===== src/rtl/core/compass_bearing_atan2_defines.svh =====
// Assertion macros for the compass bearing RTL.
`ifndef COMPASS_BEARING_ATAN2_DEFINES_SVH
`define COMPASS_BEARING_ATAN2_DEFINES_SVH

// The property holds at every clock edge outside reset.
`define CBA_ASSERT(lbl, prop, msg) \
  lbl: assert property (@(posedge clk_i) disable iff (!rst_ni) prop) else $error(msg);

// The expression is never true at a clock edge outside reset.
`define CBA_NEVER(lbl, expr, msg) \
  lbl: assert property (@(posedge clk_i) disable iff (!rst_ni) !(expr)) else $error(msg);

`endif


===== src/rtl/core/cba_pkg.sv =====
// Package with the widths, angle constants and types of the compass bearing pipeline.
package cba_pkg;

  localparam int SAMPLE_WIDTH_DEF  = 16;
  localparam int CORDIC_STAGES_DEF = 16;

  localparam int VEC_W       = 44;
  localparam int ANG_W       = 34;
  localparam int FRAC_BITS   = 16;
  localparam int CENT_W      = ANG_W - FRAC_BITS;
  localparam int OUT_W       = 16;
  localparam int NORM_MSB    = 40;
  localparam int SHAMT_W     = 6;
  localparam int TRUNC_BITS  = 10;
  localparam int RATIO_SHIFT = 20;
  localparam int RATIO_FRAC  = 30;
  localparam int QUOT_BASE   = 34;
  localparam int RAD_W       = 29;

  localparam logic [RAD_W-1:0] RAD_TO_UNITS = 29'd375493621;

  localparam logic signed [ANG_W-1:0] QUARTER_TURN = 34'sd589824000;
  localparam logic signed [ANG_W-1:0] FULL_TURN    = 34'sd2359296000;
  localparam logic signed [ANG_W-1:0] ROUND_HALF   = 34'sd32768;
  localparam logic signed [ANG_W-1:0] WRAP_ROUND   = FULL_TURN + ROUND_HALF;

  localparam int TURN_CENTIDEG = 36000;

  localparam int STEP_TABLE_LEN = 16;
  localparam longint STEP_ANGLE [STEP_TABLE_LEN] = '{
    294912000, 174096719, 91987925, 46694507,
    23437865, 11730358, 5866610, 2933484,
    1466764, 733385, 366693, 183346,
    91673, 45837, 22918, 11459
  };

  typedef struct packed {
    logic valid;
    logic zero;
  } cba_ctl_t;

  // Rotation angle of one CORDIC step in 1/65536 of a hundredth of a degree.
  function automatic longint cordic_angle(input int idx);
    longint ang;
    ang = 0;
    if (idx < STEP_TABLE_LEN) begin
      ang = STEP_ANGLE[idx];
    end else begin
      ang = (longint'(RAD_TO_UNITS) + (longint'(1) << (idx - 1))) >>> idx;
    end
    return ang;
  endfunction

endpackage


===== src/rtl/core/cba_div.sv =====
// Pipelined restoring divider for the residual ratio y/x in Q30 radians.
module cba_div #(
  parameter int QUOT_W = cba_pkg::QUOT_BASE - cba_pkg::CORDIC_STAGES_DEF
) (
  input  logic                             clk_i,
  input  logic                             rst_ni,
  input  cba_pkg::cba_ctl_t                ctl_i,
  input  logic signed [cba_pkg::VEC_W-1:0] x_i,
  input  logic signed [cba_pkg::VEC_W-1:0] y_i,
  input  logic signed [cba_pkg::ANG_W-1:0] z_i,
  output cba_pkg::cba_ctl_t                ctl_o,
  output logic signed [cba_pkg::ANG_W-1:0] z_o,
  output logic [QUOT_W-1:0]                quot_o,
  output logic                             neg_o
);

  localparam int TW = cba_pkg::VEC_W - cba_pkg::TRUNC_BITS;
  localparam int DW = cba_pkg::VEC_W + cba_pkg::RATIO_SHIFT;

  logic signed [cba_pkg::VEC_W-1:0] ts;
  logic                             tpos;
  logic [cba_pkg::VEC_W-1:0]        yabs;
  logic [DW-1:0]                    dvd;

  cba_pkg::cba_ctl_t                ctl_q  [QUOT_W+1];
  logic signed [cba_pkg::ANG_W-1:0] z_q    [QUOT_W+1];
  logic [QUOT_W-1:0]                quot_q [QUOT_W+1];
  logic                             neg_q  [QUOT_W+1];
  logic                             tpos_q [QUOT_W+1];
  logic [TW-1:0]                    t_q    [QUOT_W];
  logic [TW-1:0]                    rem_q  [QUOT_W];
  logic [QUOT_W-1:0]                dl_q   [QUOT_W];

  always_comb begin
    ts   = x_i >>> cba_pkg::TRUNC_BITS;
    tpos = !ts[cba_pkg::VEC_W-1] && (ts != '0);
    yabs = y_i[cba_pkg::VEC_W-1] ? -y_i : y_i;
    dvd  = {yabs, {cba_pkg::RATIO_SHIFT{1'b0}}};
  end

  always_ff @(posedge clk_i or negedge rst_ni) begin
    if (!rst_ni) begin
      ctl_q[0] <= '0;
    end else begin
      ctl_q[0] <= ctl_i;
    end
  end

  always_ff @(posedge clk_i) begin
    z_q[0]    <= z_i;
    quot_q[0] <= '0;
    neg_q[0]  <= y_i[cba_pkg::VEC_W-1];
    tpos_q[0] <= tpos;
    t_q[0]    <= ts[TW-1:0];
    rem_q[0]  <= dvd[QUOT_W +: TW];
    dl_q[0]   <= dvd[QUOT_W-1:0];
  end

  for (genvar k = 0; k < QUOT_W; k++) begin : g_step
    logic [TW:0] part, diff;
    logic        ge;

    assign part = {rem_q[k], dl_q[k][QUOT_W-1]};
    assign diff = part - {1'b0, t_q[k]};
    assign ge   = (part >= {1'b0, t_q[k]});

    always_ff @(posedge clk_i or negedge rst_ni) begin
      if (!rst_ni) begin
        ctl_q[k+1] <= '0;
      end else begin
        ctl_q[k+1] <= ctl_q[k];
      end
    end

    always_ff @(posedge clk_i) begin
      z_q[k+1]    <= z_q[k];
      quot_q[k+1] <= {quot_q[k][QUOT_W-2:0], ge};
      neg_q[k+1]  <= neg_q[k];
      tpos_q[k+1] <= tpos_q[k];
    end

    if (k < QUOT_W - 1) begin : g_carry
      always_ff @(posedge clk_i) begin
        rem_q[k+1] <= ge ? diff[TW-1:0] : part[TW-1:0];
        dl_q[k+1]  <= dl_q[k] << 1;
        t_q[k+1]   <= t_q[k];
      end
    end
  end

  assign ctl_o  = ctl_q[QUOT_W];
  assign z_o    = z_q[QUOT_W];
  assign quot_o = tpos_q[QUOT_W] ? quot_q[QUOT_W] : '0;
  assign neg_o  = neg_q[QUOT_W];

endmodule


===== config.mk =====
export PLATFORM = sky130hd
export DESIGN_NAME = cba_div
export DESIGN_NICKNAME = d
export VERILOG_FILES = /design/src/rtl/core/compass_bearing_atan2_defines.svh /design/src/rtl/core/cba_pkg.sv /design/src/rtl/core/cba_div.sv
export SDC_FILE = /design/constraint.sdc
export NUM_CORES = 2
export LEC_CHECK = 0
export ABC_AREA = 0
export BUFFER_PORTS_ARGS = -buffer_cell sky130_fd_sc_hd__buf_2
export CAP_MARGIN = 20
export CORE_MARGIN = 10
export CORE_UTILIZATION = 35
export DETAILED_ROUTE_END_ITERATION = 10
export PLACE_DENSITY = 0.62
export SETUP_SLACK_MARGIN = 0.3
export SLEW_MARGIN = 15
export SYNTH_ARGS = -nofsm -noshare
export SYNTH_HDL_FRONTEND = slang
export SYNTH_SLANG_ARGS = --single-unit

===== constraint.sdc =====
create_clock -name clk_i -period 10.4 [get_ports clk_i]
set_input_delay 2.08 -clock clk_i [delete_from_list [all_inputs] [get_ports clk_i]]
set_output_delay 2.08 -clock clk_i [all_outputs]
set_load 0.01 [all_outputs]

==> impl_metrics.toml <==
[worst_hold_path]
min_from = "quot_q[16][5]"
hold_path.class = "flip-flop to flip-flop"
hold_end = "quot_q[17][6]"
hold_depth = 0

[grt]
first_global_vias = 56300
grt_pass1_wl_um = 294000
grt_max_degree = 68
grt-ovfl-total = 0
grt_util_all_layers_pct = 13.9
antenna_found_initial = 5

[yosys]
syn_avg_cell_area_sq_um = 10.2
yosysTopAreaCell = "dfxtp_1"
yosysUniqueCellTypes = 98
yosys_most_used_dff = "dfxtp_1"
ys_seq_area_share_pct = 51.8
yosysWarnings = 0
syn_area_sq_um = 82200
synth_area_leaders = "dfxtp_1 51%, ha_1 9.3%, a21oi_1 3.6%"
ys_async_sr_fraction_pct = 1.80
synthesis.nets = 8824
synthCells = 8072
synth-edff-count = 0
ys_ff_latch = 2115
yosysTopAreaCellShare_pct = 50.6

[place]
dp_slack_ns = 5.70
port-buffer-count = 159
post-dp-hpwl_um = 142000
gp_congestion = 0.935

[routing]
drt-initial-drc-count = 2577
post_drt_wl_per_cell_um = 15.9
dr.pass1.iters = 5
ant_nets = 0
wirelength_um = 184000
route.vias.total = 55800
via_per_inst = 4.81
drc = 0

[critical_path]
reg2reg_slack_ns = 6.00
worst-endpoint-arrival_ns = 5.08
cp-end-kind = "flip-flop"
rr_startpoint = "t_q[11][3]"
path_class = "flip-flop to flip-flop"
rr_worst_depth = 12
worstPathMaxFanout = 67
cp-start-kind = "flip-flop"
path_cells = "inv_1 -> ha_1 -> nand3_1 -> o21bai_1 -> a21oi_1 -> nor3_1 -> nor4_1 -> nor2_1 -> o31ai_1 -> a41oi_4 -> buf_4 -> o21ai_0"
reg2reg_to = "rem_q[12][17]"
cp.required_ns = 11.08
slowest_stage = "o31ai_1"
critical_path.max_stage_delay_ns = 0.84

[status]
status = "complete, no violations"

[floorplanning]
die_x_um = 505
fp-row-count = 177
initial_core_util_pct = 35.2
die_h_um = 505
pin_count = 181
core_area_sq_um = 233000
die_area_sq_um = 255000

[cts]
clk_pin_slew_ns = 0.06
clock-sinks = 2115
cts_resized = 0
insertion_delay_ns = 0.90
cts_buffer_depth = 3
h-tree-depth = 4
cts_tree = "yes"
root_buffer = "clkbuf_16"
cts_hold_buf = 0
post_cts_buffers = 0
cts_buffers = 218

[layout]
syn_to_final_growth_pct = 14.5
num-fill-cells = 22300
layout.nets = 9035
final_layout_size_suffix_gt1_share_pct = 10.1

[timing]
tightest_slew_ns = 1.07
max_freq_ghz = 0.227
fin_crit_sh_pct = 42.3
layout_min_cycle_time_ns = 4.40
setup_violations = 0
drv_slew = 0
rsz0062_at_grt = "false"
setup-tns-final_ns = 0
layout_setup_ws_ns = 6.00
hold_violations = 0
slew-limit-headroom_pct = 28.0
fin_skew_ns = 0.0831

[pwr]
max-vdd-ir-drop_mv = 0.181
leakage_nw = 42.7
power_density_nw_per_um2 = 348

[flow_run]
cap_violations = 0
## flip-flops by register name, summed over array words and instances (netlist names)
name    cells
ctl_o       2
ctl_q      36
neg_q      19
quot_q    171
rem_q     610
t_q       612
tpos_q     19
z_q       646
## per-stage QoR
step	cells	hold WS, ns	utilization (%)	area, sq um	power, mW
2_1_floorplan	8072	0.310	-	82200	21.4
3_3_place_gp	11200	0.309	37.0	86300	24.5
3_5_place_dp	11200	0.312	37.0	86300	24.7
4_1_cts	11600	0.267	40.3	94000	33.0
5_1_grt	11600	0.279	40.3	94000	35.0
6_report	11600	0.268	40.3	94100	32.7
## layer usage
layer | part of all wire, % | GRT usage [%] | vias to the layer above
met5 | 0.022 | 0 | -
met3 | 3.9 | 2.38 | 426
met1 | 44 | 16.6 | 25900
met4 | 4.5 | 6.57 | 6
li1 | - | - | 28300
met2 | 48 | 24.2 | 1210
## worst max path at each step
| stage | start | endpoint | slack [ns] |
|---|---|---|---|
| floorplan | y_i[1] | rem_q[0][32] | 6.11 |
| global placement | y_i[0] | rem_q[0][32] | 5.70 |
| detailed placement | y_i[0] | rem_q[0][32] | 5.70 |
| CTS | t_q[16][2] | rem_q[17][33] | 5.89 |
| global route | t_q[16][1] | rem_q[17][33] | 5.62 |
| finish | t_q[11][3] | rem_q[12][17] | 6.00 |
## cell usage after synthesis, drive strengths merged, types with 13 or more instances
library cell	count
o31ai	50
o21a	62
a211oi	56
o21bai	85
xor2	193
xnor2	332
o21ai	465
a2111oi	16
nor3	75
fa	16
nor2b	70
and2	63
a31oi	62
inv	741
buf	47
and4	15
or4	14
a31o	13
dfxtp	2077
a211o	27
a41oi	15
nand2b	70
a21o	374
or3	22
nor4	36
nand4	86
a21boi	22
o211ai	28
a221oi	25
or2	16
mux2	235
nand3	124
nor3b	15
nor2	384
nand2	508
o41ai	15
and3	65
ha	610
clkbuf	142
dfrtp	38
a21oi	601
## area by class of cell
| type | instances | area, sq um | area share (%) |
|---|---|---|---|
| clock buffer | 299 | 6260 | 6.66 |
| timing repair buffer | 182 | 986 | 1.05 |
| multi-input combinational | 5025 | 36100 | 38.4 |
| clock inverter | 100 | 1470 | 1.56 |
| sequential | 2115 | 42500 | 45.2 |
| antenna | 5 | 12.5 | 0.0133 |
| inverter | 741 | 2780 | 2.96 |
| tap | 3132 | 3920 | 4.17 |
## power breakdown
group          switching (mW)  internal (mW)
Sequential               1.04           10.0
Clock                    3.27           4.79
Combinational            7.52           6.05
Total                    11.8           20.9
## critical path, delay by kind of cell (launching register included)
kind,cells,cell delay [ns]
AO/OA/AOI/OAI,5,2.05
adder cells (fa/ha/maj),1,0.37
buffers and inverters,2,0.39
flip-flops,1,0.34
AND/OR/NAND/NOR,4,1.05
## logic make-up after synthesis
family          synth area share, %
compound gates                 15.7
xor+xnor                       5.60
fa+ha+maj                      9.68
buf+inv                        4.44
flops                          51.8
mux                            3.46
simple gates                   9.37
## cells in the final DEF (no fill, tap or decap), types with 50 or more instances in the layout
cell type / instances
nand4_1: 86
a211oi_1: 54
nand2_1: 507
mux2_2: 211
o21a_1: 62
nor2_1: 383
xnor2_1: 332
inv_1: 740
clkbuf_16: 218
ha_1: 610
dfxtp_1: 2077
xor2_1: 193
clkbuf_8: 50
buf_2: 159
a21o_1: 373
a21oi_1: 597
nand3_1: 124
a31oi_1: 61
o31ai_1: 50
nor2b_1: 70
o21ai_0: 454
and2_1: 62
nand2b_1: 70
o21bai_1: 84
nor3_1: 75
and3_1: 64
No activity file was read; power rests on OpenSTA's default activity.
