<file path="src/rtl/core/compass_bearing_atan2_defines.svh">
// Assertion macros for the compass bearing RTL.
`ifndef COMPASS_BEARING_ATAN2_DEFINES_SVH
`define COMPASS_BEARING_ATAN2_DEFINES_SVH

// The property holds at every clock edge outside reset.
`define CBA_ASSERT(lbl, prop, msg) \
  lbl: assert property (@(posedge clk_i) disable iff (!rst_ni) prop) else $error(msg);

// The expression is never true at a clock edge outside reset.
`define CBA_NEVER(lbl, expr, msg) \
  lbl: assert property (@(posedge clk_i) disable iff (!rst_ni) !(expr)) else $error(msg);

`endif

</file>
<file path="src/rtl/core/cba_pkg.sv">
// Package with the widths, angle constants and types of the compass bearing pipeline.
package cba_pkg;

  localparam int SAMPLE_WIDTH_DEF  = 16;
  localparam int CORDIC_STAGES_DEF = 16;

  localparam int VEC_W       = 44;
  localparam int ANG_W       = 34;
  localparam int FRAC_BITS   = 16;
  localparam int CENT_W      = ANG_W - FRAC_BITS;
  localparam int OUT_W       = 16;
  localparam int NORM_MSB    = 40;
  localparam int SHAMT_W     = 6;
  localparam int TRUNC_BITS  = 10;
  localparam int RATIO_SHIFT = 20;
  localparam int RATIO_FRAC  = 30;
  localparam int QUOT_BASE   = 34;
  localparam int RAD_W       = 29;

  localparam logic [RAD_W-1:0] RAD_TO_UNITS = 29'd375493621;

  localparam logic signed [ANG_W-1:0] QUARTER_TURN = 34'sd589824000;
  localparam logic signed [ANG_W-1:0] FULL_TURN    = 34'sd2359296000;
  localparam logic signed [ANG_W-1:0] ROUND_HALF   = 34'sd32768;
  localparam logic signed [ANG_W-1:0] WRAP_ROUND   = FULL_TURN + ROUND_HALF;

  localparam int TURN_CENTIDEG = 36000;

  localparam int STEP_TABLE_LEN = 16;
  localparam longint STEP_ANGLE [STEP_TABLE_LEN] = '{
    294912000, 174096719, 91987925, 46694507,
    23437865, 11730358, 5866610, 2933484,
    1466764, 733385, 366693, 183346,
    91673, 45837, 22918, 11459
  };

  typedef struct packed {
    logic valid;
    logic zero;
  } cba_ctl_t;

  // Rotation angle of one CORDIC step in 1/65536 of a hundredth of a degree.
  function automatic longint cordic_angle(input int idx);
    longint ang;
    ang = 0;
    if (idx < STEP_TABLE_LEN) begin
      ang = STEP_ANGLE[idx];
    end else begin
      ang = (longint'(RAD_TO_UNITS) + (longint'(1) << (idx - 1))) >>> idx;
    end
    return ang;
  endfunction

endpackage

</file>
<file path="src/rtl/core/cba_cordic_stage.sv">
// One registered vectoring CORDIC micro-rotation.
module cba_cordic_stage #(
  parameter int IDX = 0
) (
  input  logic                             clk_i,
  input  logic                             rst_ni,
  input  cba_pkg::cba_ctl_t                ctl_i,
  input  logic signed [cba_pkg::VEC_W-1:0] x_i,
  input  logic signed [cba_pkg::VEC_W-1:0] y_i,
  input  logic signed [cba_pkg::ANG_W-1:0] z_i,
  output cba_pkg::cba_ctl_t                ctl_o,
  output logic signed [cba_pkg::VEC_W-1:0] x_o,
  output logic signed [cba_pkg::VEC_W-1:0] y_o,
  output logic signed [cba_pkg::ANG_W-1:0] z_o
);

  localparam logic signed [cba_pkg::ANG_W-1:0] StepAngle =
    cba_pkg::ANG_W'(cba_pkg::cordic_angle(IDX));

  logic signed [cba_pkg::VEC_W-1:0] dx, dy, x_d, y_d, x_q, y_q;
  logic signed [cba_pkg::ANG_W-1:0] z_d, z_q;
  cba_pkg::cba_ctl_t                ctl_q;

  always_comb begin
    dx = y_i >>> IDX;
    dy = x_i >>> IDX;
    if (!y_i[cba_pkg::VEC_W-1]) begin
      x_d = x_i + dx;
      y_d = y_i - dy;
      z_d = z_i + StepAngle;
    end else begin
      x_d = x_i - dx;
      y_d = y_i + dy;
      z_d = z_i - StepAngle;
    end
  end

  always_ff @(posedge clk_i or negedge rst_ni) begin
    if (!rst_ni) begin
      ctl_q <= '0;
    end else begin
      ctl_q <= ctl_i;
    end
  end

  always_ff @(posedge clk_i) begin
    x_q <= x_d;
    y_q <= y_d;
    z_q <= z_d;
  end

  assign ctl_o = ctl_q;
  assign x_o   = x_q;
  assign y_o   = y_q;
  assign z_o   = z_q;

endmodule

</file>
<file path="config.mk">
export PLATFORM = sky130hd
export DESIGN_NAME = cba_cordic_stage
export DESIGN_NICKNAME = d
export VERILOG_FILES = /design/src/rtl/core/compass_bearing_atan2_defines.svh /design/src/rtl/core/cba_pkg.sv /design/src/rtl/core/cba_cordic_stage.sv
export SDC_FILE = /design/constraint.sdc
export NUM_CORES = 1
export LEC_CHECK = 0
export BUFFER_PORTS_ARGS = -buffer_cell sky130_fd_sc_hd__buf_4
export CAP_MARGIN = 15
export CORE_MARGIN = 4
export CORE_UTILIZATION = 55
export CTS_BUF_LIST = sky130_fd_sc_hd__clkbuf_2
export DETAILED_ROUTE_END_ITERATION = 16
export PLACE_DENSITY = 0.81
export SLEW_MARGIN = 20
export SYNTH_ARGS = -nofsm -noshare
export SYNTH_HDL_FRONTEND = slang
export SYNTH_SLANG_ARGS = --single-unit
</file>
<file path="constraint.sdc">
create_clock -name clk_i -period 1 [get_ports clk_i]
set_input_delay 0.1 -clock clk_i [delete_from_list [all_inputs] [get_ports clk_i]]
set_output_delay 0.1 -clock clk_i [all_outputs]
set_load 0.01 [all_outputs]
</file>
==> flow_summary.toml, run 1 <==
[clock_tree]
cts_resized = 469
h-tree-depth = 4
cts-hold-fix-buffers = 90
cts_sinks = 123
post_cts_buffers = 43
cts_root_buffer = "clkbuf_2"
cts_buffers = 17
cts_buffer_depth = 2

[floorplanning]
die_h_um = 153
initial_core_util_pct = 56.3
die_x_um = 153
io_pins = 250
num_rows = 52

[synthesis]
post_synth_xor_area_fraction_pct = 7.46
synthAdderAreaFrac_pct = 16.2
synth_mux_area_share_pct = 1.13
syn_nets = 1802
ys_seq_area_share_pct = 21.5
synth_top_family_by_area = "compound AO/OA/AOI/OAI gates"
postSynthCellCount = 1529
synth_compound_area_share_pct = 30.0
ys_async_sr_fraction_pct = 1.63
syn_area_um2 = 11500
synthSimpleGateAreaFrac_pct = 16.7
synth_edf_count = 0
synthFlopType = "dfxtp_1"
yosysUniqueCellTypes = 81
syn_area_per_cell_um2 = 7.53
synth-warning-count = 0
synth-seq-cells = 123

[placed_design]
port_buffers = 249
place_ws_ns = -1.82
place.gp.congestion = 1.15
dp_hpwl_um = 43700
dpl_cell_area_um2 = 18100

[outcome]
status = "aborted with a tool error"
tool.error = "[ERROR DPL-0038] Utilization greater than 100%, impossible to legalize"
lastStage = "clock tree synthesis"
[synth_stat cells, drive strengths merged (27+ instances only)]
cell / instances / area (µm²)
nand2: 80 / 300
o21ai: 121 / 609
inv: 137 / 514
a211oi: 27 / 218
nor2: 141 / 529
a21oi: 187 / 943
dfxtp: 121 / 2420
xnor2: 91 / 797
o21bai: 37 / 278
ha: 143 / 1790
buf: 28 / 150
clkbuf: 36 / 135
nor3: 43 / 215
[logic make-up after synthesis]
kind of cell | count (synthesis)
mux | 13
simple gates | 401
compound gates | 542
xor+xnor | 98
fa+ha+maj | 147
buf+inv | 205
flops | 123
[stage by stage]
| step | cells | hold slack [ns] |
|---|---|---|
| after floorplan | 1529 | -0.196 |
| after global placement | 2495 | -0.115 |
| after detailed placement | 2495 | -0.108 |
==> run 2: changes to the inputs <==
- CORE_UTILIZATION: 55 -> 40
- CTS_BUF_LIST: sky130_fd_sc_hd__clkbuf_2 -> not set
- PLACE_DENSITY: 0.81 -> not set
- PLACE_DENSITY_LB_ADDON: not set -> 0.15
==> flow_summary.toml, run 2 <==
[sta]
setup_tns_ns = -90.40
timing.final.crit_share_pct = 237
max_slew.worst_pin.slew_ns = 0.665
final.setup.worst_slack_ns = -1.37
fin_crit_ns = 2.37
slew-limit-headroom_pct = 55.7
hold_violations = 0
setup_viol = 106
drv_slew = 0
rsz0062_at_grt = "yes"
hold_slack_ns = 0.0457
fmax_mhz = 422

[synthesis]
synth_edf_count = 0
synthFlopType = "dfxtp_1"
yosysTopAreaCell = "dfxtp_1"
post_synth_xor_area_fraction_pct = 7.46
synth-seq-cells = 123
synthMostInstantiatedCell = "a21oi_1"
synth-warning-count = 0
ys_top_cells_by_count = "a21oi_1, ha_1, nor2_1, inv_1, dfxtp_1"
synthSimpleGateAreaFrac_pct = 16.7
yosysTopAreaCellShare_pct = 21.0
syn_area_per_cell_um2 = 7.53
syn_nets = 1802
netlist_top_cells_area = "dfxtp_1, ha_1, a21oi_1"
synth_compound_area_share_pct = 30.0
ys_async_sr_fraction_pct = 1.63
synth_mux_area_share_pct = 1.13
yosysUniqueCellTypes = 81
syn_area_um2 = 11500
synth_top_family_by_area = "compound AO/OA/AOI/OAI gates"
synthAdderAreaFrac_pct = 16.2
postSynthCellCount = 1529
ys_seq_area_share_pct = 21.5

[power]
switching_share_pct = 38.9
ir_drop_mv = 1.12
pwr-share-seq_pct = 23.1
internal_power_mw = 17.2
p_switching_mw = 11.0
power_frac_clock_pct = 23.0
p_leak_nw = 10.3
pwr-share-comb_pct = 53.8
power.density_nw_per_um2 = 1260

[min_path]
min_path_type = "in2reg"

[critical_path]
arrival_ns = 2.72
crit_type = "in2reg"
critPathMaxFanout = 3
critPathRequiredTime_ns = 1.35
crit_path_start_kind = "input port"
end_kind = "register"

[outcome]
status = "finished, violations left"
violations = "setup timing"

[global_routing]
grt-ovfl-total = 0
grt_pass1_wl_um = 86000
track_usage_pct = 34.9
grt_max_degree = 94
grt_pass1_vias = 15505
antenna_found_initial = 0

[clock_tree]
cts_buffers = 17
h-tree-depth = 4
path_clk_slew_ns = 0.07
cts_root_buffer = "clkbuf_16"
cts_sinks = 123
cts_tree = "done"
cts_buffer_depth = 2

[routing]
drtPass1Iterations = 5
drt_iter0_markers = 1431
via_count = 15585
drt-total-wl_um = 60200
vias_per_cell = 5.50
ant_nets = 0
drc = 0
routedWlPerCell_um = 21.3

[finish]
largest_reg_flops = 44
finalNetCount = 2715
area.growth.synth_to_final_pct = 95.2
mostFrequentLayoutCell = "buf_4"
drive_gt1_share_pct = 55.8
layout_common_cells = "buf_4, a21oi_1, nor2_1"
n_antenna_cell = 0
final_util_pct = 80.0

[floorplanning]
core_area_um2 = 28100
dieArea_um2 = 31600
initial_core_util_pct = 41.0
io_pins = 250
die_x_um = 178
num_rows = 61
die_h_um = 178

[placed_design]
dp_hpwl_um = 45200
place.gp.congestion = 1.01
port_buffers = 249

[job]
drv_cap = 0
-- run 2: cell counts after synthesis --
Identical to the previous run, type by type.
-- run 2: layer usage --
| layer | track usage, % | share of wire (%) | routed length (µm) |
|---|---|---|---|
| met5 | 0 | 0 | 0 |
| met4 | 10.5 | 2.6 | 1590 |
| met3 | 5.88 | 7.5 | 4500 |
| met2 | 58.3 | 47 | 28400 |
| met1 | 46.1 | 43 | 25800 |
-- run 2: critical path: stages --
cell and delay, ns:
buf_8 0.08, clkinvlp_4 0.13, buf_6 0.15, fa_2 0.38
o21bai_1 0.20, a21o_1 0.18, a31o_4 0.20, buf_6 0.11
a31oi_4 0.10, buf_4 0.15, buf_6 0.11, o2bb2ai_4 0.15
o31a_1 0.31, nand2b_4 0.16, o31ai_4 0.08, xnor2_2 0.15
-- run 2: through the flow --
stage	total power [mW]	instances	setup slack, ns	instance area (µm²)
after global routing	29.3	2833	-1.43	22500
after detailed placement	19.1	2722	-1.86	19100
final	28.2	2833	-1.37	22500
after floorplan	12.0	1529	-1.27	12400
after CTS	26.6	2806	-1.27	21200
after global placement	18.9	2722	-1.88	19100
-- run 2: power groups by stage --
stage / sequential (mW) / clock, mW / combinational (mW)
floorplan: 6.86 / 0 / 5.15
global placement: 6.40 / 0 / 12.5
detailed placement: 6.42 / 0 / 12.6
CTS: 6.41 / 6.50 / 13.7
global route: 6.60 / 6.65 / 16.0
finish: 6.53 / 6.50 / 15.2
-- run 2: repair_timing --
| item | CTS | global route |
|---|---|---|
| hold endpoints to repair | 27 | 0 |
| gates resized for setup | 241 | 246 |
| pin swaps | 100 | 154 |
| hold buffers | 26 | 0 |
| setup endpoints to repair | 117 | 126 |
| buffers inserted | 29 | 38 |
-- run 2: layout make-up --
cell class / count / area [µm²]
inverters: 141 / 599
flip-flops and latches: 123 / 2530
fillers: 1909 / 5610
well taps: 378 / 473
clock buffers: 18 / 429
clock inverters: 14 / 136
repair buffers: 958 / 7780
multi-input cells: 1201 / 10500
-- run 2: worst paths after layout --
| kind | startpoint | end | cells past startpoint |
|---|---|---|---|
| worst max-delay path | x_i[1] | y_o[28] | 16 |
| worst min-delay path | y_i[18] | y_o[18] | 3 |
| max in group asynchronous | rst_ni | ctl_o[1] | 3 |
| min in group asynchronous | rst_ni | ctl_o[0] | 3 |
-- run 2: kinds of logic after synthesis --
kind of cell    Yosys count
fa+ha+maj               147
buf+inv                 205
flops                   123
xor+xnor                 98
compound gates          542
mux                      13
simple gates            401
Note: power is estimated with default switching activity, not from simulation.
==> run 3: changes to the inputs <==
--- a/config.mk
+++ b/config.mk
@@ -10,4 +10,5 @@
 export CORE_MARGIN = 4
 export CORE_UTILIZATION = 40
+export CTS_BUF_LIST = sky130_fd_sc_hd__clkbuf_4 sky130_fd_sc_hd__clkbuf_8 sky130_fd_sc_hd__clkbuf_16
 export DETAILED_ROUTE_END_ITERATION = 16
 export PLACE_DENSITY_LB_ADDON = 0.15
==> constraint.sdc (replaced) <==
create_clock -name clk_i -period 1 [get_ports clk_i]
set_input_delay 0.15 -clock clk_i [delete_from_list [all_inputs] [get_ports clk_i]]
set_output_delay 0.15 -clock clk_i [all_outputs]
set_load 0.01 [all_outputs]
==> flow_summary.toml, run 3 (synthesis results as in run 2) <==
[outcome]
violations = "setup timing"
status = "finished, violations left"

[finish]
fill_cells = 1538
drive_gt1_share_pct = 61.0
finalNetCount = 2729
area.growth.synth_to_final_pct = 104
layout_common_cells = "buf_4, buf_6, a21oi_1"
largest_reg_flops = 44
mostFrequentLayoutCell = "buf_4"
final_util_pct = 83.8
fin_area_um2 = 23500

[power]
power.density_nw_per_um2 = 1280
p_leak_nw = 10.7
internal_power_mw = 18.0
p_switching_mw = 12.1
pwr-share-comb_pct = 55.5
switching_share_pct = 40.2
pwr-share-seq_pct = 22.7
power_frac_clock_pct = 21.8
ir_drop_mv = 1.11

[critical_path]
end_kind = "register"
critPathRequiredTime_ns = 1.36
arrival_ns = 2.92
crit_type = "in2reg"
crit_path_start_kind = "input port"
critPathMaxFanout = 6

[sta]
rsz0062_at_grt = "yes"
hold_slack_ns = 0.0181
setup_viol = 222
fmax_mhz = 390
max_slew.worst_pin.slew_ns = 0.714
drv_slew = 0
slew-limit-headroom_pct = 52.4
timing.final.crit_share_pct = 256
final.setup.worst_slack_ns = -1.56
hold_violations = 0
setup_tns_ns = -103.78
fin_crit_ns = 2.56

[floorplanning]
num_rows = 61
die_h_um = 178
core_area_um2 = 28100
initial_core_util_pct = 41.0
die_x_um = 178
dieArea_um2 = 31600
io_pins = 250

[global_routing]
grt_max_degree = 48
grt_pass1_wl_um = 92000
track_usage_pct = 37.1
antenna_found_initial = 2
grt-ovfl-total = 0
grt_pass1_vias = 16365

[routing]
vias_per_cell = 5.99
ant_nets = 0
drt-total-wl_um = 69700
drtPass1Iterations = 5
drc = 0
via_count = 17069
routedWlPerCell_um = 24.5
drt_iter0_markers = 2172

[placed_design]
place.gp.congestion = 1.01
place_ws_ns = -1.92
dp_hpwl_um = 45100
dpl_cell_area_um2 = 19000
port_buffers = 249

[clock_tree]
cts_root_buffer = "clkbuf_16"
path_clk_slew_ns = 0.08
h-tree-depth = 4
cts_buffer_depth = 2
cts_buffers = 17
cts_tree = "done"
cts_sinks = 123

[min_path]
min_path_type = "in2async"

[job]
drv_cap = 0
## run 3: cell types whose count changed in the layout (fill, tap and decap cells not counted), sizes merged
cell	change
buf	+16
bufinv	-1
clkinvlp	+1
clkdlybuf4s18	-1
clkbuf	+1
dlygate4sd3	-3
inv	+2
clkinv	-1
diode	+1
## run 3: final timing paths
kind | slack, ns | cells after the start | from | end
max in group asynchronous | 0.88 | 2 | rst_ni | ctl_o[0]
min | 0.02 | 2 | rst_ni | ctl_o[1]
min in group clk_i | 0.03 | 3 | z_i[33] | z_o[33]
max | -1.56 | 14 | x_i[10] | y_o[33]
## run 3: what timing repair did
| action | in CTS | in global routing |
|---|---|---|
| resized for setup | 512 | 242 |
| pin swaps | 152 | 144 |
| cloned | 0 | 2 |
| hold buffers | 23 | 0 |
| hold endpoints to repair | 25 | 0 |
| endpoints found under the setup margin | 221 | 221 |
| setup buffers | 62 | 38 |
## run 3: power groups by stage
stage / clock [mW] / sequential (mW) / combinational [mW]
6_report: 6.56 / 6.84 / 16.7
5_1_grt: 6.74 / 6.90 / 17.4
3_5_place_dp: 0 / 6.44 / 12.5
4_1_cts: 6.49 / 6.69 / 14.6
3_3_place_gp: 0 / 6.43 / 12.4
2_1_floorplan: 0 / 6.86 / 5.15
## run 3: worst max-delay path: stages
cell and delay, ns:
buf_8 0.10, inv_12 0.03, ha_4 0.30, buf_4 0.14, buf_6 0.15, nand4_1 0.27
a2111oi_4 0.44, nor3_4 0.11, o31a_1 0.31, o31ai_4 0.23, buf_12 0.16, o21bai_1 0.08
a31oi_2 0.24, xnor2_1 0.20
## run 3: per-stage QoR
stage,total power [mW],cells
6_report,30.1,2848
5_1_grt,31.0,2847
4_1_cts,27.8,2816
3_5_place_dp,18.9,2705
3_3_place_gp,18.8,2705
2_1_floorplan,12.0,1529
## run 3: layout make-up
type,count,area (µm²),share of cell area (%)
inverter,141,601,2.55
clock inverter,15,153,0.649
multi-input combinational,1201,10900,46.4
clock buffer,17,425,1.81
sequential,123,2630,11.2
timing repair buffer,972,8330,35.4
antenna,1,2.50,0.0106
tap,378,473,2.01
## run 3: routing by layer
| metal | vias up | GRT usage (%) | wire [µm] |
|---|---|---|---|
| li1 | 7301 | - | - |
| met1 | 8130 | 48.7 | 26600 |
| met2 | 1264 | 62.0 | 31700 |
| met3 | 372 | 6.03 | 7120 |
| met4 | 2 | 12.5 | 4290 |
| met5 | - | 0 | 11 |
==> run 4: changes to the inputs <==
- ABC_AREA: not set -> 1
==> flow_summary.toml, run 4 <==
[synthesis]
post_synth_xor_area_fraction_pct = 2.63
synthFlopType = "dfxtp_1"
syn_area_um2 = 14300
yosysTopAreaCellShare_pct = 21.6
syn_nets = 2751
synth-warning-count = 0
synth_top_family_by_area = "simple AND/OR/NAND/NOR gates"
synthSimpleGateAreaFrac_pct = 41.0
synthAdderAreaFrac_pct = 13.0
synth_compound_area_share_pct = 11.8
synth-seq-cells = 123
ys_seq_area_share_pct = 17.2
synth_mux_area_share_pct = 0.140
ys_async_sr_fraction_pct = 1.63
syn_area_per_cell_um2 = 5.78
yosysUniqueCellTypes = 46
synth_edf_count = 0
postSynthCellCount = 2478
ys_top_cells_by_count = "nand2_1, inv_1, nand3_1, nor2_1, a21oi_1"
yosysTopAreaCell = "nand2_1"
synthMostInstantiatedCell = "nand2_1"
netlist_top_cells_area = "nand2_1, dfxtp_1, ha_1"

[sta]
setup_viol = 219
final.setup.worst_slack_ns = -0.632
setup_tns_ns = -45.79
hold_slack_ns = 0.0136
timing.final.crit_share_pct = 163
max_slew.worst_pin.slew_ns = 0.677
fmax_mhz = 613
rsz0062_at_grt = "yes"
slew-limit-headroom_pct = 54.8
hold_violations = 0
fin_crit_ns = 1.63
drv_slew = 0

[finish]
n_antenna_cell = 0
finalNetCount = 3542
fill_cells = 2418
fin_area_um2 = 27800
largest_reg_flops = 44
mostFrequentLayoutCell = "buf_4"
drive_gt1_share_pct = 59.5
final_cells = 3743
final_util_pct = 78.4
area.growth.synth_to_final_pct = 94.1
layout_common_cells = "buf_4, nand2_1, inv_1"

[power]
pwr-share-seq_pct = 20.8
power_frac_clock_pct = 21.3
p_leak_nw = 14.0
switching_share_pct = 42.1
internal_power_mw = 17.8
p_switching_mw = 12.9
power.density_nw_per_um2 = 1100
pwr-share-comb_pct = 57.9
ir_drop_mv = 1.44
power_mw = 30.7

[critical_path]
slowest_delay_ns = 0.48
critPathRequiredTime_ns = 1.34
critPathMaxFanout = 4
end_kind = "register"
crit_type = "in2reg"
crit_family = "adder cells"
worst-path-buf-inv = 3
critPathSlowestCell = "fa_2"
crit_chain = "buf_12 > ha_4 > fa_2 > o21ai_4 > inv_2 > o211ai_4 > buf_4 > xor2_2 > o21ai_1"
arrival_ns = 1.97
crit_path_start_kind = "input port"

[outcome]
violations = "setup timing"
status = "finished, violations left"

[routing]
drt_iter0_markers = 1487
drtPass1Iterations = 7
ant_nets = 0
routedWlPerCell_um = 19.7
vias_per_cell = 5.26
drt-total-wl_um = 73700
via_count = 19702
drc = 0

[min_path]
min_path_type = "in2reg"
worstHoldEndpoint = "z_o[33]"
whs_path_depth = 3
worstHoldStart = "z_i[33]"

[floorplanning]
dieArea_um2 = 38900
core_area_um2 = 35500
io_pins = 250
die_x_um = 197
initial_core_util_pct = 40.4
num_rows = 69
die_h_um = 197

[placed_design]
place_ws_ns = -1.22
dp_cells = 3582
dp_hpwl_um = 54800
place.gp.congestion = 1.02
port_buffers = 249
dpl_cell_area_um2 = 21400

[clock_tree]
path_clk_slew_ns = 0.07
cts_buffers = 17
cts_buffer_depth = 2
cts_sinks = 123
h-tree-depth = 4
cts_root_buffer = "clkbuf_16"
cts_tree = "done"

[global_routing]
antenna_found_initial = 0
grt_pass1_vias = 18815
track_usage_pct = 33.2
grt_max_degree = 49
grt_pass1_wl_um = 101000
grt-ovfl-total = 0

[job]
drv_cap = 0
run 4: cell types whose count changed in the layout (fill, tap and decap cells not counted), moves of 59 or more:
cell,previous run,this run
buf_4,733,521
inv_2,16,95
nand3_1,17,144
nand2_4,4,98
nand2_1,66,499
nand2_2,10,245
a21oi_1,122,56
nor2_4,10,104
xnor2_1,66,7
inv_1,109,289
run 4: cell type report:
| class | instances | area (µm²) | share of cell area [%] |
|---|---|---|---|
| Clock inverter | 14 | 149 | 0.535 |
| Multi-Input combinational cell | 1858 | 14400 | 51.7 |
| Tap cell | 461 | 577 | 2.07 |
| Sequential cell | 123 | 2630 | 9.43 |
| Inverter | 437 | 1890 | 6.78 |
| Timing Repair Buffer | 832 | 7750 | 27.9 |
| Clock buffer | 18 | 439 | 1.58 |
run 4: timing repair:
action,4_1_cts,5_1_grt
pin swaps,229,312
endpoints found under the setup margin,220,219
hold buffers,24,0
resized for setup,561,798
endpoints found under the hold margin,25,0
setup buffers,57,60
run 4: cells by family (layout without fill, tap and decap cells):
kind of cell / Yosys count / after routing
flops: 123 / 123
simple gates: 1366 / 1366
mux: 2 / 2
fa+ha+maj: 147 / 147
compound gates: 300 / 300
buf+inv: 497 / 1301
xor+xnor: 43 / 43
run 4: how the worst max path moves through the flow:
stage            start      end  slack [ns]  depth (start not counted)
2_1_floorplan   y_i[0]  y_o[32]       -0.60                         15
3_3_place_gp   x_i[36]  y_o[41]       -1.18                         15
3_5_place_dp   x_i[36]  y_o[41]       -1.22                         15
4_1_cts         x_i[1]  x_o[20]       -0.52                         11
5_1_grt        x_i[21]  x_o[39]       -0.68                         16
6_report        y_i[0]  x_o[12]       -0.63                          9
run 4: power by group through the flow:
stage | combinational (mW) | sequential, mW | clock (mW)
floorplan | 6.48 | 6.48 | 0
global placement | 12.9 | 6.12 | 0
detailed placement | 13.1 | 6.13 | 0
CTS | 14.9 | 6.08 | 6.54
global route | 18.8 | 6.44 | 6.75
finish | 17.8 | 6.39 | 6.55
run 4: metal layers:
| metal | track usage (%) | part of all wire [%] | vias to the layer above |
|---|---|---|---|
| li1 | - | - | 9278 |
| met3 | 3.92 | 6.7 | 219 |
| met2 | 56.4 | 48 | 889 |
| met5 | 0 | 0 | - |
| met4 | 14.1 | 5.3 | 0 |
| met1 | 42.6 | 40 | 9316 |
