[src/rtl/core/compass_bearing_atan2_defines.svh]
// Assertion macros for the compass bearing RTL.
`ifndef COMPASS_BEARING_ATAN2_DEFINES_SVH
`define COMPASS_BEARING_ATAN2_DEFINES_SVH

// The property holds at every clock edge outside reset.
`define CBA_ASSERT(lbl, prop, msg) \
  lbl: assert property (@(posedge clk_i) disable iff (!rst_ni) prop) else $error(msg);

// The expression is never true at a clock edge outside reset.
`define CBA_NEVER(lbl, expr, msg) \
  lbl: assert property (@(posedge clk_i) disable iff (!rst_ni) !(expr)) else $error(msg);

`endif

[src/rtl/core/cba_pkg.sv]
// Package with the widths, angle constants and types of the compass bearing pipeline.
package cba_pkg;

  localparam int SAMPLE_WIDTH_DEF  = 16;
  localparam int CORDIC_STAGES_DEF = 16;

  localparam int VEC_W       = 44;
  localparam int ANG_W       = 34;
  localparam int FRAC_BITS   = 16;
  localparam int CENT_W      = ANG_W - FRAC_BITS;
  localparam int OUT_W       = 16;
  localparam int NORM_MSB    = 40;
  localparam int SHAMT_W     = 6;
  localparam int TRUNC_BITS  = 10;
  localparam int RATIO_SHIFT = 20;
  localparam int RATIO_FRAC  = 30;
  localparam int QUOT_BASE   = 34;
  localparam int RAD_W       = 29;

  localparam logic [RAD_W-1:0] RAD_TO_UNITS = 29'd375493621;

  localparam logic signed [ANG_W-1:0] QUARTER_TURN = 34'sd589824000;
  localparam logic signed [ANG_W-1:0] FULL_TURN    = 34'sd2359296000;
  localparam logic signed [ANG_W-1:0] ROUND_HALF   = 34'sd32768;
  localparam logic signed [ANG_W-1:0] WRAP_ROUND   = FULL_TURN + ROUND_HALF;

  localparam int TURN_CENTIDEG = 36000;

  localparam int STEP_TABLE_LEN = 16;
  localparam longint STEP_ANGLE [STEP_TABLE_LEN] = '{
    294912000, 174096719, 91987925, 46694507,
    23437865, 11730358, 5866610, 2933484,
    1466764, 733385, 366693, 183346,
    91673, 45837, 22918, 11459
  };

  typedef struct packed {
    logic valid;
    logic zero;
  } cba_ctl_t;

  // Rotation angle of one CORDIC step in 1/65536 of a hundredth of a degree.
  function automatic longint cordic_angle(input int idx);
    longint ang;
    ang = 0;
    if (idx < STEP_TABLE_LEN) begin
      ang = STEP_ANGLE[idx];
    end else begin
      ang = (longint'(RAD_TO_UNITS) + (longint'(1) << (idx - 1))) >>> idx;
    end
    return ang;
  endfunction

endpackage

[src/rtl/core/cba_finish.sv]
// Output stages: residual angle scaling, wrap into one turn and rounding to centidegrees.
module cba_finish #(
  parameter int QUOT_W = cba_pkg::QUOT_BASE - cba_pkg::CORDIC_STAGES_DEF
) (
  input  logic                             clk_i,
  input  logic                             rst_ni,
  input  cba_pkg::cba_ctl_t                ctl_i,
  input  logic signed [cba_pkg::ANG_W-1:0] z_i,
  input  logic [QUOT_W-1:0]                quot_i,
  input  logic                             neg_i,
  output logic                             done_o,
  output logic [cba_pkg::OUT_W-1:0]        bearing_o
);

  localparam int ProdW = QUOT_W + cba_pkg::RAD_W;
  localparam int CorrW = ProdW - cba_pkg::RATIO_FRAC;
  localparam logic [cba_pkg::CENT_W-1:0] Turn = cba_pkg::CENT_W'(cba_pkg::TURN_CENTIDEG);

  cba_pkg::cba_ctl_t                ctl1_q, ctl2_q, ctl3_q;
  logic [ProdW-1:0]                 prod_d, prod_q;
  logic signed [cba_pkg::ANG_W-1:0] z1_q;
  logic                             neg1_q;
  logic [CorrW-1:0]                 corr;
  logic signed [cba_pkg::ANG_W-1:0] corr_s, zsum_d, zsum_q, zr;
  logic [cba_pkg::CENT_W-1:0]       cent_d, cent_q, cent_sub;
  logic [cba_pkg::OUT_W-1:0]        bear_d, bear_q;
  logic                             done_q;

  assign prod_d = ProdW'(quot_i) * ProdW'(cba_pkg::RAD_TO_UNITS);

  always_comb begin
    corr   = prod_q[ProdW-1:cba_pkg::RATIO_FRAC];
    corr_s = signed'(cba_pkg::ANG_W'(corr));
    zsum_d = neg1_q ? (z1_q - corr_s) : (z1_q + corr_s);
  end

  always_comb begin
    zr     = zsum_q + (zsum_q[cba_pkg::ANG_W-1] ? cba_pkg::WRAP_ROUND : cba_pkg::ROUND_HALF);
    cent_d = zr[cba_pkg::ANG_W-1] ? '0 : zr[cba_pkg::ANG_W-1:cba_pkg::FRAC_BITS];
  end

  always_comb begin
    cent_sub = cent_q - Turn;
    if (ctl3_q.zero) begin
      bear_d = '0;
    end else if (cent_q >= Turn) begin
      bear_d = (cent_sub >= Turn) ? '0 : cba_pkg::OUT_W'(cent_sub);
    end else begin
      bear_d = cba_pkg::OUT_W'(cent_q);
    end
  end

  always_ff @(posedge clk_i or negedge rst_ni) begin
    if (!rst_ni) begin
      ctl1_q <= '0;
      ctl2_q <= '0;
      ctl3_q <= '0;
      done_q <= 1'b0;
    end else begin
      ctl1_q <= ctl_i;
      ctl2_q <= ctl1_q;
      ctl3_q <= ctl2_q;
      done_q <= ctl3_q.valid;
    end
  end

  always_ff @(posedge clk_i) begin
    prod_q <= prod_d;
    z1_q   <= z_i;
    neg1_q <= neg_i;
    zsum_q <= zsum_d;
    cent_q <= cent_d;
    bear_q <= bear_d;
  end

  assign done_o    = done_q;
  assign bearing_o = bear_q;

endmodule

[config.mk]
export PLATFORM = sky130hd
export DESIGN_NAME = cba_finish
export DESIGN_NICKNAME = d
export VERILOG_FILES = /design/src/rtl/core/compass_bearing_atan2_defines.svh /design/src/rtl/core/cba_pkg.sv /design/src/rtl/core/cba_finish.sv
export SDC_FILE = /design/constraint.sdc
export NUM_CORES = 1
export LEC_CHECK = 0
export BUFFER_PORTS_ARGS = -buffer_cell sky130_fd_sc_hd__buf_2
export CAP_MARGIN = 20
export CORE_AREA = 2 2 214 216
export DETAILED_ROUTE_END_ITERATION = 12
export DIE_AREA = 0 0 216 218
export PLACE_DENSITY = 0.5
export SLEW_MARGIN = 20
export SYNTH_ARGS = -nofsm -noshare
export SYNTH_HDL_FRONTEND = slang
export SYNTH_SLANG_ARGS = --single-unit
export TNS_END_PERCENT = 30
[constraint.sdc]
create_clock -name clk_i -period 5.2 [get_ports clk_i]
set_input_delay 0.26 -clock clk_i [delete_from_list [all_inputs] [get_ports clk_i]]
set_output_delay 0.26 -clock clk_i [all_outputs]
set_load 0.1 [all_outputs]
==> impl_metrics.yaml, run 1 <==
status:
  status: "complete, but fails checks"
  violations: "negative setup slack"
final_layout:
  synthToLayoutAreaGrowth_pct: 25.8
  n_antenna_cell: 0
  multiInputGateArea_um2: 10200
  num-fill-cells: 4592
  final-seq-area_um2: 2260
  nets: 2163
  layout-drive-gt1-share: 0.203
sta:
  setup_violations: 13
  maxSlewHeadroom: 0.536
  skew_ns: 0.00897
  fin_crit_sh: 1.05
  fmax_ghz: 0.184
  hold_viol_final: 0
  rsz0062_at_grt: "true"
  setup_ws_ns: -0.244
  min_period_ns: 5.44
  worstMarginPinSlew_ns: 0.687
  tns_ns: -1.88
  timing.hold.ws_ns: 0.0171
  slew_viol_final: 0
logic_synthesis:
  synth_seq_cells: 111
  synth_top_area_frac: 0.260
  syn_nets: 1890
  synth_edf_count: 0
  synth.area.top_cells: "fa_1 26%, ha_1 22%, dfxtp_1 16%, inv_1 9.1%, xnor2_1 3.1%"
  synthCells: 1429
  ys_types: 68
  avgSynthCellArea_um2: 9.33
  async_reset_ff_frac: 0.0631
  yosys_warnings: 0
  syn_area_um2: 13300
  synth-seq-area-share: 0.169
  ys.flop_type: "dfxtp_1"
  yosysTopAreaCell: "fa_1"
floorplanning:
  rows: 78
  die_x_um: 216
  start_util: 0.297
  dieArea_um2: 47100
  fp.coreArea_um2: 44900
  die_h_um: 218
  io_pins: 74
clock_network:
  h-tree-depth: 3
  cts_tree: "yes"
  clkSinkCount: 111
  cts-root-buf: "clkbuf_16"
  clkTransAtPathRegs_ns: 0.07
  cts_buffer_depth: 2
  clock_latency_ns: 0.35
  numCtsBuffers: 9
setup_path:
  crit_chain: "buf_6 > fa_2 > inv_4 > fa_1 > inv_2 > fa_1 > inv_2 > fa_2 > fa_1 > fa_1 > inv_2 > ha_4 > nand2_4 > or4_4 > or3_4 > o22a_4 > o211ai_4 > o41ai_4 > mux2i_1 > nand3_1"
  start_kind: "primary input"
  crit_path_frequent_cell: "fa_1"
  endpoint_kind: "flip-flop"
  slowest_stage: "fa_2"
  worstPathRequired_ns: 5.43
  cp_max_fo: 3
  worst_ep_arrival_time_ns: 5.68
  path_class: "primary input to flip-flop"
  slowest_delay_ns: 0.61
global_route:
  grt_max_degree: 26
  track_usage: 0.160
  grt_pass1_vias: 11164
  antenna_found_initial: 0
  grt_overflow: 0
  grt_pass1_wl_um: 58800
route:
  drt_first_pass_iters: 5
  drc: 0
  wire_per_inst_um: 15.7
  drt-initial-drc-count: 477
  drtAntennaViolNets: 0
  viasPerCell: 4.45
  vias: 10272
  wirelength_um: 36200
min_path:
  min_path_type: "primary input to flip-flop"
place:
  numPortBuffers: 73
  routabilityCongestion: 0.919
  pre_cts_slack_ns: -0.774
  hpwlAfterDp_um: 32200
job:
  cap_violations: 0
## flip-flops by register name, indices dropped and copies added (netlist names)
register / flops
prod_q: 17
bearing_o: 16
ctl3_q: 2
zsum_q: 19
z1_q: 34
ctl1_q: 2
cent_q: 17
done_o: 1
ctl2_q: 2
neg1_q: 1
## critical path: cells and delay by family
kind / cells / cell delay (ns)
adder cells (fa/ha/maj): 7 / 3.35
AND/OR/NAND/NOR: 4 / 1.03
AO/OA/AOI/OAI: 3 / 0.57
buffers and inverters: 5 / 0.29
multiplexers: 1 / 0.17
## metal layers
metal | wire, um | track usage | up-vias | share of wire
met2 | 17000 | 0.280 | 133 | 0.47
li1 | - | - | 5211 | -
met5 | 0 | 0 | - | 0
met3 | 774 | 0.0131 | 36 | 0.021
met4 | 968 | 0.0475 | 0 | 0.027
met1 | 17500 | 0.209 | 4892 | 0.48
## kinds of logic (layout without fill, tap and decap cells)
kind of cell	count (synthesis)	count (layout)	synth area share
fa+ha+maj	404	404	0.477
simple gates	274	274	0.0980
xor+xnor	65	65	0.0433
buf+inv	340	618	0.0960
mux	4	4	0.00300
flops	111	111	0.169
compound gates	231	231	0.114
## Yosys cell counts (all sizes together), types with 3 or more instances
cell	number
dfxtp	104
a21boi	3
nor2	93
nor3b	8
or4	4
xnor2	47
o21a	9
a31oi	17
nand3	26
ha	231
or2	9
and2	5
nand4	10
o21bai	7
a21o	31
o22ai	4
o21ai	42
nand2b	5
clkbuf	14
a311oi	3
or3	3
nor4	9
inv	323
nor3	23
and3	6
a21oi	68
o41ai	5
a211o	3
nand2	60
nor2b	9
mux2i	4
xor2	18
o211ai	4
fa	173
dfrtp	7
a211oi	15
## cells in the final DEF (no fill, tap or decap), drive strengths merged, types with 10 or more instances in the layout
master,synthesis,routed
nor3,23,23
nand2,60,60
dlygate4sd3,0,35
a31oi,17,17
clkbuf,14,11
xnor2,47,47
inv,323,327
nand3,26,26
nand4,10,10
fa,173,173
dfxtp,104,104
o21ai,42,42
ha,231,231
nor2,93,93
buf,2,243
xor2,18,18
a21o,31,31
a21oi,68,68
a211oi,15,15
## cell type report
cell class,count,share of cell area
Multi-Input combinational cell,978,0.608
Sequential cell,111,0.135
Timing Repair Buffer,278,0.121
Inverter,324,0.0727
Tap cell,600,0.0448
Clock buffer,11,0.0157
Clock inverter,5,0.00321
## through the flow
stage	cells	instance area, um^2	util
after global placement	2246	15700	0.350
final	2307	16800	0.373
after global routing	2307	16800	0.373
after detailed placement	2246	15700	0.350
after CTS	2303	16700	0.371
after floorplan	1429	13400	-
## repair_timing
action                                  4_1_cts  5_1_grt
endpoints found under the hold margin        38        3
hold buffers                                 32        3
buffers inserted                              9        1
gates resized for setup                      52       13
endpoints found under the setup margin       17       17
gates cloned                                  0        0
pin swaps                                    41       10
## worst paths after layout
check	from	end	slack [ns]	cells after the start
setup / recovery	quot_i[15]	prod_q[46]$_DFF_P_	-0.24	20
hold / removal	z_i[11]	z1_q[11]$_DFF_P_	0.02	1
setup reg to reg	prod_q[30]$_DFF_P_	zsum_q[33]$_DFF_P_	0.98	16
hold reg to reg	ctl2_q[0]$_DFF_PN0_	ctl3_q[0]$_DFF_PN0_	0.35	0
max in group asynchronous	rst_ni	ctl3_q[1]$_DFF_PN0_	4.79	2
min in group asynchronous	rst_ni	ctl2_q[1]$_DFF_PN0_	0.26	2
Power of run 1 is left out: the tool's default activity adds up to more than one toggle a clock period on the data nets, which glitch-free logic cannot reach.
==> run 2: changes to the inputs <==
- ABC_AREA: default -> 1
- CORE_AREA: 2 2 214 216 -> 2 2 228 230
- DIE_AREA: 0 0 216 218 -> 0 0 230 232
- PLACE_DENSITY: 0.5 -> default
==> run 2 against run 1 <==
Against the previous run:
- the run now ends clean
- maximum frequency up 9.9%
- largest cell class unchanged
- worst hold slack worse by 0.0054 ns
- final cell count up 23%
- highest routed layer unchanged
- die area up 13%
==> impl_metrics.yaml, run 2 <==
status:
  status: "finished, final reports clean"
min_path:
  min_path_type: "primary input to flip-flop"
  hp-start: "z_i[22]"
  holdPathEnd: "z1_q[22]$_DFF_P_"
  hold_depth: 1
setup_path:
  crit_path_frequent_cell: "fa_1"
  slowest_stage: "fa_1"
  r2r_slack_ns: 1.41
  cp_num_buf_inv: 7
  critical-path-top-delay-family: "adder cells"
  timing.rr.start: "prod_q[30]$_DFF_P_"
  path_class: "primary input to flip-flop"
  slowest_delay_ns: 0.56
  worst_ep_arrival_time_ns: 5.21
  start_kind: "primary input"
  crit_chain: "buf_2 > fa_1 > inv_1 > fa_1 > inv_1 > fa_1 > fa_1 > fa_1 > inv_1 > fa_1 > inv_1 > ha_1 > a21oi_1 > o21bai_1 > a21boi_0 > buf_4 > buf_4 > o21a_1 > nand3_1 > nand2_1"
  worstPathRequired_ns: 5.45
  reg2regPathDepth: 17
  r2r_end: "zsum_q[27]$_DFF_P_"
  endpoint_kind: "flip-flop"
  cp_max_fo: 3
logic_synthesis:
  synth_seq_cells: 111
  avgSynthCellArea_um2: 7.75
  synth.area.top_cells: "fa_1 23%, ha_1 19%, dfxtp_1 14%, inv_1 12%, nand2_1 7.8%"
  synth-seq-area-share: 0.149
  synth_edf_count: 0
  yosysTopAreaCell: "fa_1"
  ys.flop_type: "dfxtp_1"
  synthCells: 1949
  synthMostInstantiatedCell: "inv_1"
  syn_nets: 2410
  async_reset_ff_frac: 0.0631
  synth_top_area_frac: 0.229
  synth_common_cells: "499 x inv_1, 313 x nand2_1, 231 x ha_1"
  yosys_warnings: 0
  ys_types: 43
  syn_area_um2: 15100
global_route:
  grt_pass1_vias: 13485
  grt_overflow: 0
  antenna_found_initial: 0
  grt_max_degree: 22
  grt_pass1_wl_um: 69500
  track_usage: 0.165
route:
  vias: 12799
  drt-initial-drc-count: 611
  viasPerCell: 4.52
  drc: 0
  drt_first_pass_iters: 5
  wire_per_inst_um: 15.4
  drtAntennaViolNets: 0
  wirelength_um: 43600
sta:
  fmax_ghz: 0.202
  worstMarginPinSlew_ns: 0.878
  setup_violations: 0
  min_period_ns: 4.95
  rsz0062_at_grt: "false"
  skew_ns: 0.00976
  fin_crit_sh: 0.952
  tns_ns: 0
  maxSlewHeadroom: 0.408
  slew_viol_final: 0
  hold_viol_final: 0
place:
  numPortBuffers: 73
  routabilityCongestion: 0.950
  hpwlAfterDp_um: 38900
final_layout:
  layout-drive-gt1-share: 0.107
  largest_reg_flops: 34
  n_antenna_cell: 0
  final_common_cell: "inv_1"
  biggestRegsByFlops: "z1_q: 34 flops, zsum_q: 19 flops"
  final_cell_mix: "499 x inv_1, 313 x nand2_1, 231 x ha_1, 173 x fa_1, 163 x nor2_1"
  nets: 2609
  synthToLayoutAreaGrowth_pct: 16.4
  regMostFlops: "z1_q"
  num-fill-cells: 5428
floorplanning:
  io_pins: 74
  dieArea_um2: 53400
  fp.coreArea_um2: 50900
  rows: 83
  die_x_um: 230
  die_h_um: 232
  start_util: 0.297
clock_network:
  clkTransAtPathRegs_ns: 0.08
  cts-root-buf: "clkbuf_16"
  cts_buffer_depth: 2
  clkSinkCount: 111
  numCtsBuffers: 9
  postCtsSetupRepairBufs: 0
  cts_tree: "yes"
  clock_latency_ns: 0.36
  h-tree-depth: 3
job:
  cap_violations: 0
==> run 2: logic make-up (layout without fill, tap and decap cells) <==
kind of cell,after synthesis,in the layout,synth area share
compound gates,244,244,0.0920
xor+xnor,57,57,0.0330
simple gates,622,622,0.176
flops,111,111,0.149
buf+inv,511,715,0.129
fa+ha+maj,404,404,0.421
==> run 2: layer usage <==
| metal | vias up | track usage | routed length, um |
|---|---|---|---|
| met5 | - | 0 | 0 |
| met4 | 0 | 0.0569 | 1480 |
| met3 | 70 | 0.0115 | 1320 |
| met2 | 285 | 0.296 | 20900 |
| met1 | 6003 | 0.210 | 19900 |
| li1 | 6441 | - | - |
==> run 2: area by class of cell <==
type,instances,area (um^2),area share
clock inverters,7,76.3,0.00434
flip-flops and latches,111,2260,0.128
multi-input cells,1327,10900,0.620
well taps,680,851,0.0484
inverters,502,1880,0.107
repair buffers,197,1380,0.0787
clock buffers,9,225,0.0128
==> run 2: what timing repair did <==
item,4_1_cts,5_1_grt
hold buffers,20,10
endpoints found under the setup margin,0,7
resized for setup,0,6
hold endpoints to repair,26,10
==> run 2: worst max-delay path by stage <==
stage | slack [ns] | to | from | cells after the start
global route | 0.01 | prod_q[44]$_DFF_P_ | quot_i[15] | 21
detailed placement | -0.20 | prod_q[41]$_DFF_P_ | quot_i[12] | 19
floorplan | 0.30 | prod_q[46]$_DFF_P_ | quot_i[15] | 19
CTS | 0.17 | prod_q[41]$_DFF_P_ | quot_i[12] | 19
global placement | -0.16 | prod_q[41]$_DFF_P_ | quot_i[12] | 19
finish | 0.25 | prod_q[36]$_DFF_P_ | quot_i[15] | 20
==> run 2: per-stage QoR <==
stage                     hold slack [ns]  area, um^2  worst slack (ns)   util  std cells
after floorplan                   -0.0356       15100             0.300      -       1949
after global routing              0.00111       17600           0.00994  0.346       2833
after detailed placement           0.0964       17000            -0.199  0.334       2787
final                              0.0116       17600             0.247  0.346       2833
after global placement             0.0889       17000            -0.157  0.334       2787
after CTS                        0.000516       17500             0.173  0.343       2823
==> run 2: worst register-to-register path, stage by stage, from the launching register on <==
cell,delay [ns]
dfxtp_1,0.39
inv_1,0.11
ha_1,0.21
nand3_1,0.14
nor2_1,0.18
nand3_1,0.12
nor2_1,0.18
inv_1,0.08
nor2_1,0.15
nand2_1,0.27
nand2_1,0.16
ha_1,0.31
a21oi_1,0.22
a21boi_0,0.42
o21ai_0,0.20
a21oi_1,0.14
o21ai_0,0.17
xor2_1,0.18
Power of run 2 is left out for the same reason.
==> run 3: changes to the inputs <==
- ABC_AREA: 1 -> default
- CORE_AREA: 2 2 228 230 -> 2 2 214 216
- CTS_CLUSTER_DIAMETER: default -> 100
- DIE_AREA: 0 0 230 232 -> 0 0 216 218
==> run 3 against run 2 <==
Against the previous run:
- the run now ends with negative setup slack left
- cell area fell by 5.4%
- register-to-register slack worse by 0.38 ns
- utilization increased by 2.5 points
- global-route usage down 1.1 points
- first-iteration DRC count grew 8.8%
- wire length down 18%
- maximum frequency fell by 7.7%
- largest cell class unchanged
- highest routed layer unchanged
==> impl_metrics.yaml, run 3 (same netlist as run 1, synthesis figures left out) <==
global_route:
  antenna_found_initial: 0
  gr-max-usage-layer: "met2"
  use_met1: 0.197
  grt_overflow: 0
  grt_pass1_wl_um: 57100
  grt_pass1_vias: 10910
  use_met2: 0.277
  grt_max_degree: 26
  track_usage: 0.155
  met3_usage: 0.0131
clock_network:
  cts_buffer_depth: 2
  clkTransAtPathRegs_ns: 0.07
  numCtsBuffers: 9
  cts_tree: "yes"
  clkSinkCount: 111
  cts-root-buf: "clkbuf_16"
  h-tree-depth: 3
  clock_latency_ns: 0.35
floorplanning:
  dieArea_um2: 47100
  rows: 78
  io_pins: 74
  start_util: 0.297
  fp.coreArea_um2: 44900
  die_x_um: 216
  die_h_um: 218
sta:
  setup_violations: 12
  setup_ws_ns: -0.167
  rsz0062_at_grt: "true"
  timing.hold.ws_ns: 0.00838
  fin_crit_sh: 1.03
  maxSlewHeadroom: 0.330
  hold_viol_final: 0
  slew_viol_final: 0
  fmax_ghz: 0.186
  min_period_ns: 5.37
  worstMarginPinSlew_ns: 1.00
  tns_ns: -1.12
  skew_ns: 0.0101
final_layout:
  nets: 2148
  synthToLayoutAreaGrowth_pct: 24.8
  regMostFlops: "z1_q"
  layout-drive-gt1-share: 0.209
  final_cell_mix: "308 x inv_1, 217 x ha_1, 167 x buf_4, 158 x fa_1, 104 x dfxtp_1"
  n_antenna_cell: 0
  largest_reg_flops: 34
  final_common_cell: "inv_1"
  final_area_um2: 16600
  biggestRegsByFlops: "z1_q: 34 flops, zsum_q: 19 flops"
  num-fill-cells: 4599
min_path:
  min_path_type: "primary input to flip-flop"
setup_path:
  crit_chain: "buf_2 > fa_2 > inv_2 > fa_1 > inv_1 > fa_2 > fa_2 > fa_1 > inv_1 > fa_1 > inv_2 > ha_4 > nand2_4 > or3_4 > or3_4 > o22a_4 > o211ai_4 > o41ai_4 > o21bai_2 > xor2_1"
  worstPathRequired_ns: 5.48
  worst_ep_arrival_time_ns: 5.64
  endpoint_kind: "flip-flop"
  path_class: "primary input to flip-flop"
  cp_max_fo: 3
  critical-path-top-delay-family: "adder cells"
  slowest_stage: "fa_2"
  cp_num_buf_inv: 5
  start_kind: "primary input"
  slowest_delay_ns: 0.60
place:
  numPortBuffers: 73
  hpwlAfterDp_um: 31800
  pre_cts_slack_ns: -0.753
  post_dp_cell_area_um2: 15700
  routabilityCongestion: 0.912
status:
  violations: "negative setup slack"
  status: "complete, but fails checks"
route:
  drc: 0
  wire_per_inst_um: 15.6
  drtAntennaViolNets: 0
  drt_first_pass_iters: 5
  wirelength_um: 35800
  vias: 10422
  viasPerCell: 4.55
  drt-initial-drc-count: 665
job:
  cap_violations: 0
==> run 3: cell count changes in the layout (fill, tap and decap cells not counted), moves of 43 or more <==
cell     change
nand3_1     -45
nand2_1    -256
buf_4       +74
nor2_1      -71
o21ai_0     -48
inv_1      -191
a21oi_1     -43
==> run 3: through the flow <==
step,cells,utilization
after global placement,2249,0.350
after CTS,2281,0.365
after floorplan,1429,-
after global routing,2292,0.371
final,2292,0.371
after detailed placement,2249,0.350
==> run 3: final timing paths <==
| path | from | end | slack, ns | cells after the start |
|---|---|---|---|---|
| setup reg to reg | prod_q[30]$_DFF_P_ | zsum_q[33]$_DFF_P_ | 1.03 | 16 |
| hold reg to reg | ctl3_q[1]$_DFF_PN0_ | done_o$_DFF_PN0_ | 0.35 | 0 |
| setup / recovery | quot_i[14] | prod_q[45]$_DFF_P_ | -0.17 | 20 |
| max in group asynchronous | rst_ni | ctl2_q[0]$_DFF_PN0_ | 4.79 | 2 |
| hold / removal | z_i[20] | z1_q[20]$_DFF_P_ | 0.008 | 1 |
| min in group asynchronous | rst_ni | ctl3_q[1]$_DFF_PN0_ | 0.26 | 2 |
==> run 3: worst reg2reg max path: stages (launching register included) <==
cell,delay (ns)
dfxtp_1,0.34
inv_1,0.07
ha_1,0.19
nand2_1,0.06
nor3_1,0.27
nand2_1,0.12
nor3_1,0.27
and2_1,0.37
ha_1,0.30
mux2i_1,0.15
ha_1,0.34
and3_1,0.21
a221o_1,0.31
or2_1,0.29
a2111oi_2,0.42
o41ai_1,0.19
xnor2_1,0.16
==> run 3: cell type report <==
| cell class | instances | area [um^2] | area share |
|---|---|---|---|
| inverter | 324 | 1220 | 0.0732 |
| sequential | 111 | 2260 | 0.136 |
| multi-input combinational | 978 | 10200 | 0.613 |
| clock inverter | 5 | 62.6 | 0.00376 |
| timing repair buffer | 263 | 1900 | 0.114 |
| clock buffer | 11 | 253 | 0.0152 |
| tap | 600 | 751 | 0.0451 |
==> run 3: repair_timing <==
item / CTS / global route
hold buffers: 10 / 7
endpoints found under the setup margin: 15 / 17
gates resized for setup: 45 / 36
pin swaps: 42 / 39
setup buffers: 6 / 4
cloned: 0 / 0
endpoints found under the hold margin: 16 / 7
==> run 3: per-layer routing <==
layer	up-vias	part of all wire
met5	-	0
met4	0	0.029
met3	50	0.029
met2	226	0.48
met1	4955	0.46
li1	5191	-
Power of run 3 is left out for the same reason.
